===== src/rtl/core/assert_macros.svh =====
// Assertion macros used by the datapath of the sign-class sort core.
`ifndef ASSERT_MACROS_SVH
`define ASSERT_MACROS_SVH

// Check that a condition holds at every rising clock edge outside reset.
`define ASSERT_ALWAYS(lbl, expr, msg) \
    lbl: assert property (@(posedge i_clk) disable iff (!i_rst_n) (expr)) \
        else $error(msg);

// Check that a consequent holds in the same cycle as its antecedent.
`define ASSERT_IMPLIES(lbl, ante, cons, msg) \
    lbl: assert property (@(posedge i_clk) disable iff (!i_rst_n) (ante) |-> (cons)) \
        else $error(msg);

`endif


===== src/rtl/core/scss_pkg.sv =====
// Package: sizes, word types and controller/datapath links of the sign-class sort core.
`timescale 1ns / 1ps
package scss_pkg;

    localparam int CAPACITY    = 64;
    localparam int VALUE_WIDTH = 32;
    localparam int CNT_W       = $clog2(CAPACITY + 1);
    localparam int IDX_W       = $clog2(CAPACITY);

    typedef struct packed {
        logic signed [VALUE_WIDTH-1:0] sample_value;
        logic                          final_item;
    } t_in_word;

    typedef struct packed {
        logic signed [VALUE_WIDTH-1:0] sorted_value;
        logic                          end_of_run;
        logic                          set_empty;
        logic [CNT_W-1:0]              positive_total;
        logic [CNT_W-1:0]              negative_total;
        logic [CNT_W-1:0]              zero_total;
        logic                          load_overflow;
    } t_out_word;

    typedef struct packed {
        logic load;       // store one input word
        logic filt_init;  // rewind the filter scan
        logic filt;       // filter scan step
        logic pass_init;  // rewind the sort scan to the pass start
        logic sort;       // minimum search step
        logic swap;       // move the pass head into the minimum's slot
        logic emit;       // load the output register
        logic empty;      // the emitted word reports an empty set
        logic clear;      // drop the run's fill level, counts and flag
    } t_cmd;

    typedef struct packed {
        logic scan_done;
        logic kept_none;
        logic last_pass;
        logic out_free;
    } t_status;

endpackage


===== src/rtl/core/scss_ctrl.sv =====
// Controller: sequences load, filter, selection-sort passes and output.
`timescale 1ns / 1ps
module scss_ctrl
    import scss_pkg::*;
(
    input  logic    i_clk,
    input  logic    i_rst_n,
    input  logic    i_in_valid,
    input  logic    i_final_item,
    input  t_status i_status,
    output t_cmd    o_cmd,
    output logic    o_in_stall
);

    typedef enum logic [3:0] {
        S_LOAD,
        S_FILT_INIT,
        S_FILT,
        S_PASS_INIT,
        S_SCAN,
        S_SWAP,
        S_EMIT,
        S_EMPTY,
        S_CLEAR
    } t_state;

    t_state r_state;
    t_state n_state;

    always_comb begin
        n_state = r_state;
        o_cmd   = '0;
        unique case (r_state)
            S_LOAD: begin
                o_cmd.load = i_in_valid;
                if (i_in_valid && i_final_item) begin
                    n_state = S_FILT_INIT;
                end
            end
            S_FILT_INIT: begin
                o_cmd.filt_init = 1'b1;
                n_state         = S_FILT;
            end
            S_FILT: begin
                o_cmd.filt = 1'b1;
                if (i_status.scan_done) begin
                    n_state = i_status.kept_none ? S_EMPTY : S_PASS_INIT;
                end
            end
            S_PASS_INIT: begin
                o_cmd.pass_init = 1'b1;
                n_state         = S_SCAN;
            end
            S_SCAN: begin
                o_cmd.sort = 1'b1;
                if (i_status.scan_done) begin
                    n_state = S_SWAP;
                end
            end
            S_SWAP: begin
                o_cmd.swap = 1'b1;
                n_state    = S_EMIT;
            end
            S_EMIT: begin
                if (i_status.out_free) begin
                    o_cmd.emit = 1'b1;
                    n_state    = i_status.last_pass ? S_CLEAR : S_PASS_INIT;
                end
            end
            S_EMPTY: begin
                if (i_status.out_free) begin
                    o_cmd.emit  = 1'b1;
                    o_cmd.empty = 1'b1;
                    n_state     = S_CLEAR;
                end
            end
            S_CLEAR: begin
                o_cmd.clear = 1'b1;
                n_state     = S_LOAD;
            end
            default: begin
                n_state = S_LOAD;
            end
        endcase
    end

    always_ff @(posedge i_clk) begin
        if (!i_rst_n) begin
            r_state <= S_LOAD;
        end else begin
            r_state <= n_state;
        end
    end

    assign o_in_stall = (r_state != S_LOAD);

endmodule


===== src/rtl/core/scss_dp.sv =====
// Datapath: value store, sign counters, scan pipeline, minimum tracker, output register.
`timescale 1ns / 1ps
`include "assert_macros.svh"
module scss_dp
    import scss_pkg::*;
(
    input  logic      i_clk,
    input  logic      i_rst_n,
    input  t_cmd      i_cmd,
    input  t_in_word  i_in_word,
    input  logic      i_out_stall,
    output t_status   o_status,
    output logic      o_out_valid,
    output t_out_word o_out_word
);

    logic signed [VALUE_WIDTH-1:0] mem [CAPACITY];

    logic [CNT_W-1:0] r_fill, r_pos, r_neg, r_zero;
    logic             r_ovf;
    logic [CNT_W-1:0] r_ra, r_k, r_i;
    logic             r_rv, r_first;
    logic signed [VALUE_WIDTH-1:0] r_rd_data, r_min, r_vi;
    logic [IDX_W-1:0] r_rd_idx, r_m;
    logic             r_out_valid;
    t_out_word        r_out;

    logic [CNT_W-1:0] min_cnt, lim, cls_cnt;
    logic             scanning, rd_go, keep, last;
    logic             in_zero, in_neg;

    assign in_zero = (i_in_word.sample_value == '0);
    assign in_neg  = i_in_word.sample_value[VALUE_WIDTH-1];

    always_comb begin
        min_cnt = r_zero;
        if (r_neg < min_cnt) begin
            min_cnt = r_neg;
        end
        if (r_pos < min_cnt) begin
            min_cnt = r_pos;
        end
    end

    always_comb begin
        if (r_rd_data == '0) begin
            cls_cnt = r_zero;
        end else if (r_rd_data[VALUE_WIDTH-1]) begin
            cls_cnt = r_neg;
        end else begin
            cls_cnt = r_pos;
        end
    end

    assign keep     = (cls_cnt != min_cnt);
    assign lim      = i_cmd.sort ? r_k : r_fill;
    assign scanning = i_cmd.filt | i_cmd.sort;
    assign rd_go    = scanning && (r_ra < lim);
    assign last     = ((r_i + CNT_W'(1)) == r_k);

    assign o_status.scan_done = (r_ra == lim) && !r_rv;
    assign o_status.kept_none = (r_k == '0);
    assign o_status.last_pass = last;
    assign o_status.out_free  = !r_out_valid || !i_out_stall;

    // Store writes: load, compaction during the filter, and the pass swap.
    always_ff @(posedge i_clk) begin
        if (i_cmd.load && (r_fill < CNT_W'(CAPACITY))) begin
            mem[r_fill[IDX_W-1:0]] <= i_in_word.sample_value;
        end else if (i_cmd.filt && r_rv && keep) begin
            mem[r_k[IDX_W-1:0]] <= r_rd_data;
        end else if (i_cmd.swap) begin
            mem[r_m] <= r_vi;
        end
    end

    always_ff @(posedge i_clk) begin
        if (rd_go) begin
            r_rd_data <= mem[r_ra[IDX_W-1:0]];
            r_rd_idx  <= r_ra[IDX_W-1:0];
        end
    end

    always_ff @(posedge i_clk) begin
        if (!i_rst_n) begin
            r_fill      <= '0;
            r_pos       <= '0;
            r_neg       <= '0;
            r_zero      <= '0;
            r_ovf       <= 1'b0;
            r_ra        <= '0;
            r_k         <= '0;
            r_i         <= '0;
            r_rv        <= 1'b0;
            r_first     <= 1'b0;
            r_out_valid <= 1'b0;
        end else begin
            if (i_cmd.load) begin
                if (r_fill < CNT_W'(CAPACITY)) begin
                    r_fill <= r_fill + CNT_W'(1);
                    if (in_zero) begin
                        r_zero <= r_zero + CNT_W'(1);
                    end else if (in_neg) begin
                        r_neg <= r_neg + CNT_W'(1);
                    end else begin
                        r_pos <= r_pos + CNT_W'(1);
                    end
                end else begin
                    r_ovf <= 1'b1;
                end
            end

            if (i_cmd.filt_init) begin
                r_ra <= '0;
                r_k  <= '0;
                r_i  <= '0;
                r_rv <= 1'b0;
            end else if (i_cmd.pass_init) begin
                r_ra    <= r_i;
                r_rv    <= 1'b0;
                r_first <= 1'b1;
            end else if (scanning) begin
                r_rv <= rd_go;
                if (rd_go) begin
                    r_ra <= r_ra + CNT_W'(1);
                end
            end

            if (i_cmd.filt && r_rv && keep) begin
                r_k <= r_k + CNT_W'(1);
            end

            if (i_cmd.sort && r_rv && r_first) begin
                r_first <= 1'b0;
            end

            if (i_cmd.emit && !i_cmd.empty) begin
                r_i <= r_i + CNT_W'(1);
            end

            if (i_cmd.emit) begin
                r_out_valid <= 1'b1;
            end else if (!i_out_stall) begin
                r_out_valid <= 1'b0;
            end

            if (i_cmd.clear) begin
                r_fill <= '0;
                r_pos  <= '0;
                r_neg  <= '0;
                r_zero <= '0;
                r_ovf  <= 1'b0;
                r_k    <= '0;
                r_i    <= '0;
            end
        end
    end

    // Minimum tracker; the first word of a pass is the pass head.
    always_ff @(posedge i_clk) begin
        if (i_cmd.sort && r_rv) begin
            if (r_first) begin
                r_vi  <= r_rd_data;
                r_min <= r_rd_data;
                r_m   <= r_rd_idx;
            end else if (r_rd_data < r_min) begin
                r_min <= r_rd_data;
                r_m   <= r_rd_idx;
            end
        end
    end

    always_ff @(posedge i_clk) begin
        if (i_cmd.emit) begin
            r_out.sorted_value   <= i_cmd.empty ? '0 : r_min;
            r_out.end_of_run     <= i_cmd.empty | last;
            r_out.set_empty      <= i_cmd.empty;
            r_out.positive_total <= r_pos;
            r_out.negative_total <= r_neg;
            r_out.zero_total     <= r_zero;
            r_out.load_overflow  <= r_ovf;
        end
    end

    assign o_out_valid = r_out_valid;
    assign o_out_word  = r_out;

    `ASSERT_ALWAYS(a_kept_le_fill, r_k <= r_fill, "kept count exceeds fill level")
    `ASSERT_IMPLIES(a_ovf_full, r_ovf, r_fill == CNT_W'(CAPACITY), "overflow without full store")
    `ASSERT_IMPLIES(a_emit_free, i_cmd.emit, !r_out_valid || !i_out_stall, "emit over a held word")
    `ASSERT_IMPLIES(a_swap_range, i_cmd.swap,
        (CNT_W'(r_m) >= r_i) && (CNT_W'(r_m) < r_k), "swap slot outside unsorted region")

endmodule


===== src/rtl/core/sign_class_filter_selection_sort_top.sv =====
// Top level of the sign-class filter and selection sort core.
// Input channel (i_in_valid, i_in_word, o_in_stall): one signed Q16.16 word per
// accepted cycle; final_item closes the set. Words past CAPACITY are dropped
// and reported through load_overflow; a dropped word with final_item still
// starts the run.
// After the final word the core counts classes (done during load), drops
// every word of the least populated sign class(es), then runs selection sort
// over the kept words through the single read port of the value store.
// The filter scans the filled store once. Each sort pass scans the unsorted
// words, moves the pass head into the minimum's slot, emits the minimum and
// waits out any output stall; the scan reads the store one word per cycle.
// Output channel (o_out_valid, o_out_word, i_out_stall): ascending words,
// end_of_run on the last; with nothing kept, one word with set_empty.
// The output register holds its word while i_out_stall is high; the core
// waits for it before the next pass result and loads nothing during a run.
// Reset (i_rst_n low, synchronous) empties the store, counts and flags.
`timescale 1ns / 1ps
module sign_class_filter_selection_sort_top
    import scss_pkg::*;
(
    input  logic      i_clk,
    input  logic      i_rst_n,
    input  logic      i_in_valid,
    input  t_in_word  i_in_word,
    output logic      o_in_stall,
    output logic      o_out_valid,
    output t_out_word o_out_word,
    input  logic      i_out_stall
);

    // Command and status between the sequencer and the datapath.
    t_cmd    cmd;
    t_status status;

    scss_ctrl u_ctrl (
        .i_clk        (i_clk),
        .i_rst_n      (i_rst_n),
        .i_in_valid   (i_in_valid),
        .i_final_item (i_in_word.final_item),
        .i_status     (status),
        .o_cmd        (cmd),
        .o_in_stall   (o_in_stall)
    );

    // Store, counters, scan pipeline and output register.
    scss_dp u_dp (
        .i_clk       (i_clk),
        .i_rst_n     (i_rst_n),
        .i_cmd       (cmd),
        .i_in_word   (i_in_word),
        .i_out_stall (i_out_stall),
        .o_status    (status),
        .o_out_valid (o_out_valid),
        .o_out_word  (o_out_word)
    );

endmodule


===== config.mk =====
export PLATFORM = sky130hd
export DESIGN_NAME = sign_class_filter_selection_sort_top
export DESIGN_NICKNAME = d
export VERILOG_FILES = /design/src/rtl/core/scss_pkg.sv /design/src/rtl/core/scss_ctrl.sv /design/src/rtl/core/scss_dp.sv /design/src/rtl/core/sign_class_filter_selection_sort_top.sv
export VERILOG_INCLUDE_DIRS = /design/src /design/src/rtl/core
export SDC_FILE = /design/constraint.sdc
export NUM_CORES = 2
export LEC_CHECK = 0
export ABC_AREA = 0
export BUFFER_PORTS_ARGS = -buffer_cell sky130_fd_sc_hd__buf_2
export CORE_MARGIN = 1.5
export CORE_UTILIZATION = 25
export CTS_CLUSTER_DIAMETER = 30
export DETAILED_ROUTE_END_ITERATION = 7
export PLACE_DENSITY = 0.4
export RECOVER_POWER = 100
export REMOVE_ABC_BUFFERS = 1
export SLEW_MARGIN = 5
export SYNTH_ARGS = -nofsm -noshare
export SYNTH_HDL_FRONTEND = slang
export SYNTH_SLANG_ARGS = --single-unit

===== constraint.sdc =====
create_clock -name i_clk -period 10.7 [get_ports i_clk]
set_input_delay 2.14 -clock i_clk [delete_from_list [all_inputs] [get_ports i_clk]]
set_output_delay 2.14 -clock i_clk [all_outputs]
set_load 0.02 [all_outputs]

==> flow_metrics.py <==
metrics = {
    "clocking": {
        "tritoncts": "yes",
        "cts_buffer_depth": 4,
        "clk_pin_slew_worst_paths_ns": 0.05,
        "post_cts_buffers": 0,
        "cts-root-buf": "clkbuf_16",
        "clk_latency_ns": 0.94,
        "cts-resized-gates": 0,
        "cts_buffers": 489,
        "cts_htree_levels": 5,
        "cts_hold_buf": 0,
        "cts_sinks": 2269,
    },
    "power": {
        "power.total_mw": 30.22,
        "power_frac_seq": 0.346,
        "combPwrFrac": 0.148,
        "leakage_nw": 34.99,
        "worst_ir_drop_vdd_mv": 0.1608,
        "p_per_area_nw_per_um2": 268.6,
        "clkPwrFrac": 0.506,
        "p_sw_frac": 0.2555,
        "p_sw_mw": 7.722,
        "p_int_mw": 22.50,
    },
    "grt": {
        "top_usage_layer": "met2",
        "grt_pass1_vias": 44937,
        "track_usage": 0.1481,
        "grt_use_met1": 0.1966,
        "antenna_found_initial": 48,
        "grt_start_max_net_pins": 112,
        "use_met2": 0.2425,
        "met3_usage": 0.03257,
        "grt_pass1_wl_microns": 370900,
        "grt-ovfl-total": 0,
    },
    "finish": {
        "final_cell_mix": "2212 x edfxtp_1, 672 x mux4_2, 497 x clkbuf_16, 153 x clkbuf_1, 114 x nor2_1",
        "final_common_cell": "edfxtp_1",
        "final_cell_area_sq_um": 112500,
        "fin_nets": 4556,
        "drive_gt1_frac": 0.3458,
        "fill_cells": 33629,
        "syn_to_final_growth_pct": 27.28,
    },
    "sta": {
        "worst_slack_ns": 1.992,
        "fin_crit_ns": 8.708,
        "setup_viol": 0,
        "rsz0062_at_grt": "no",
        "hold_slack_ns": 0.4150,
        "slew_headroom": -1.546,
        "setup_tns_ns": 0,
        "tightest_slew_ns": 3.818,
        "finalHoldViolCount": 0,
        "slew_viol_final": 1491,
        "clock.fmax_mhz": 114.8,
        "fin_skew_ns": 0.1007,
        "fin_crit_sh": 0.8139,
    },
    "floorplanning": {
        "die-area_sq_um": 357200,
        "io_pins": 95,
        "die-height_microns": 597.7,
        "start_util": 0.2510,
        "fp.dieW_microns": 597.7,
        "core_sq_um": 352100,
        "num_rows": 218,
    },
    "yosys": {
        "synth_edf_count": 2212,
        "synth_area_sq_um": 88400,
        "postSynth.asyncResetShare": 0,
        "ys_seq_area_frac": 0.7643,
        "syn_avg_cell_area_sq_um": 22.54,
        "synthesis.instances": 3922,
        "ys.flop_type": "edfxtp_1",
        "yosysWarnings": 0,
        "synth-seq-cells": 2269,
        "synth_cell_type_count": 66,
    },
    "setup_path": {
        "start_kind": "flop",
        "cp.arrival_ns": 9.17,
        "crit_path_max_incr_delay_ns": 1.58,
        "critPathSlowestCell": "clkbuf_1",
        "crit_chain": "inv_1, ha_1, a21oi_1, o21ai_1, a21oi_1, a21oi_1, ha_1, a21oi_1, o21ai_0, nor2_1, a21oi_1, a211oi_1, nor4_2, o2111ai_2, o31ai_4, buf_4, nor2_1, a211o_1, nor4_2, clkbuf_1",
        "worstPathRequired_ns": 11.17,
        "end_kind": "flop",
        "critPathMostFrequentCell": "a21oi_1",
        "worstPathMaxFanout": 35,
        "worstSetupPathType": "flop to flop",
    },
    "routing": {
        "routed_wl_microns": 267300,
        "ant_nets": 0,
        "drtPass1Iterations": 5,
        "wl_per_cell_microns": 27.72,
        "drc_errors": 0,
        "avgViaCountPerCell": 4.451,
        "route.vias.total": 42925,
        "drt_iter0_markers": 3146,
    },
    "job": {
        "max_cap_violations": 35,
    },
    "hold_path": {
        "hp-class": "flop to flop",
    },
    "place": {
        "dp_hpwl_microns": 159600,
        "gp_congestion": 0.7632,
        "placed_area_sq_um": 96060,
        "place_ws_ns": 3.184,
        "port-buffer-count": 94,
    },
    "run_status": {
        "outcome": "finished, violations left",
        "violations": "capacitance limit, slew limit",
    },
}
metrics by stage:
step | instances | utilization
floorplan | 3720 | -
global placement | 8700 | 0.2728
detailed placement | 8700 | 0.2728
CTS | 9614 | 0.3209
global route | 9633 | 0.3195
finish | 9643 | 0.3195
cells in the mapped netlist, types with 4 or more instances:
cell type	number	area share
nand3_1	26	0.0015
nand4_1	13	0.00092
clkbuf_1	130	0.0055
a21oi_1	43	0.0024
or3_1	5	0.00035
nor2_1	115	0.0049
edfxtp_1	2212	0.75
nand2_1	77	0.0033
mux2_2	4	0.00051
nor4_1	27	0.0019
o21ai_0	63	0.0036
buf_2	12	0.00068
nor2b_1	16	0.0011
a21o_1	6	0.00051
buf_1	55	0.0023
xnor2_1	24	0.0024
xor2_1	18	0.0018
nor3_1	69	0.0039
o211ai_1	5	0.00042
o21ai_1	5	0.00028
and3_1	12	0.00085
mux4_2	672	0.17
a211oi_1	11	0.00093
ha_1	58	0.0082
nand2b_1	9	0.00064
inv_1	51	0.0022
and2_1	6	0.00042
nand3b_1	5	0.00042
a31oi_1	5	0.00035
mux2i_1	55	0.0062
dfxtp_1	57	0.013
per-layer routing:
| metal | vias to the layer above | share of wire | routed length (microns) |
|---|---|---|---|
| met4 | 8 | 0.029 | 7683 |
| met3 | 429 | 0.060 | 16170 |
| met2 | 1225 | 0.48 | 128600 |
| li1 | 18013 | - | - |
| met5 | - | 0.00015 | 39 |
| met1 | 23250 | 0.43 | 114900 |
state kept, by name, summed over array words and instances (netlist names), 4 cells and up:
register / count
u_dp.mem: 2048
u_dp.o_out_word: 56
u_dp.r_min: 32
u_dp.r_rd_data: 32
u_dp.r_vi: 32
u_dp.r_fill: 7
u_dp.r_i: 7
u_dp.r_k: 7
u_dp.r_neg: 7
u_dp.r_pos: 7
u_dp.r_ra: 7
u_dp.r_zero: 7
u_dp.r_m: 6
u_dp.r_rd_idx: 6
u_ctrl.r_state: 4
final cells by class:
class                   count  area (sq um)  share of cell area
repair buffers            250          1465             0.01302
clock buffers             562         12770              0.1135
multi-input cells        1400         20350              0.1808
inverters                  51         191.4            0.001701
diodes                     29         72.57           0.0006450
well taps                4730          5918             0.05260
flip-flops and latches   2269         67570              0.6006
clock inverters           352          4178             0.03713
worst paths after layout:
path	slack, ns	depth (start not counted)	to	from
worst max-delay path	1.99	20	u_dp.mem[61][21]	u_dp.r_zero[2]
worst max register to register	1.99	20	u_dp.mem[61][21]	u_dp.r_zero[2]
worst min-delay path	0.42	0	u_dp.r_m[1]	u_dp.r_rd_idx[1]
worst min register to register	0.42	0	u_dp.r_m[1]	u_dp.r_rd_idx[1]
power by group through the flow:
stage                     Sequential [mW]  Combinational (mW)  Clock (mW)
after floorplan                      10.9                3.34           0
after global placement               10.6                4.62           0
after detailed placement             10.6                4.61           0
after CTS                            10.4                4.62        15.6
after global routing                 10.5                4.76        16.0
final                                10.5                4.47        15.3
cells by family after synthesis:
family | Yosys count | synth area share
AOI/OAI and AO/OA | 170 | 0.01197
xor gates and xnor gates | 42 | 0.004161
adders and majority gates | 58 | 0.008209
buffers and inverters | 253 | 0.01121
DFF | 2269 | 0.7643
muxes | 734 | 0.1784
and+or+nand+nor | 396 | 0.02177
critical path: cells and delay by family, from the launching register on:
kind            cells  cell delay [ns]
simple gates        4             1.06
flops               1             0.43
buf+inv             3             2.21
fa+ha+maj           2             0.70
compound gates     11             3.81
No activity file was read; power rests on OpenSTA's default activity.
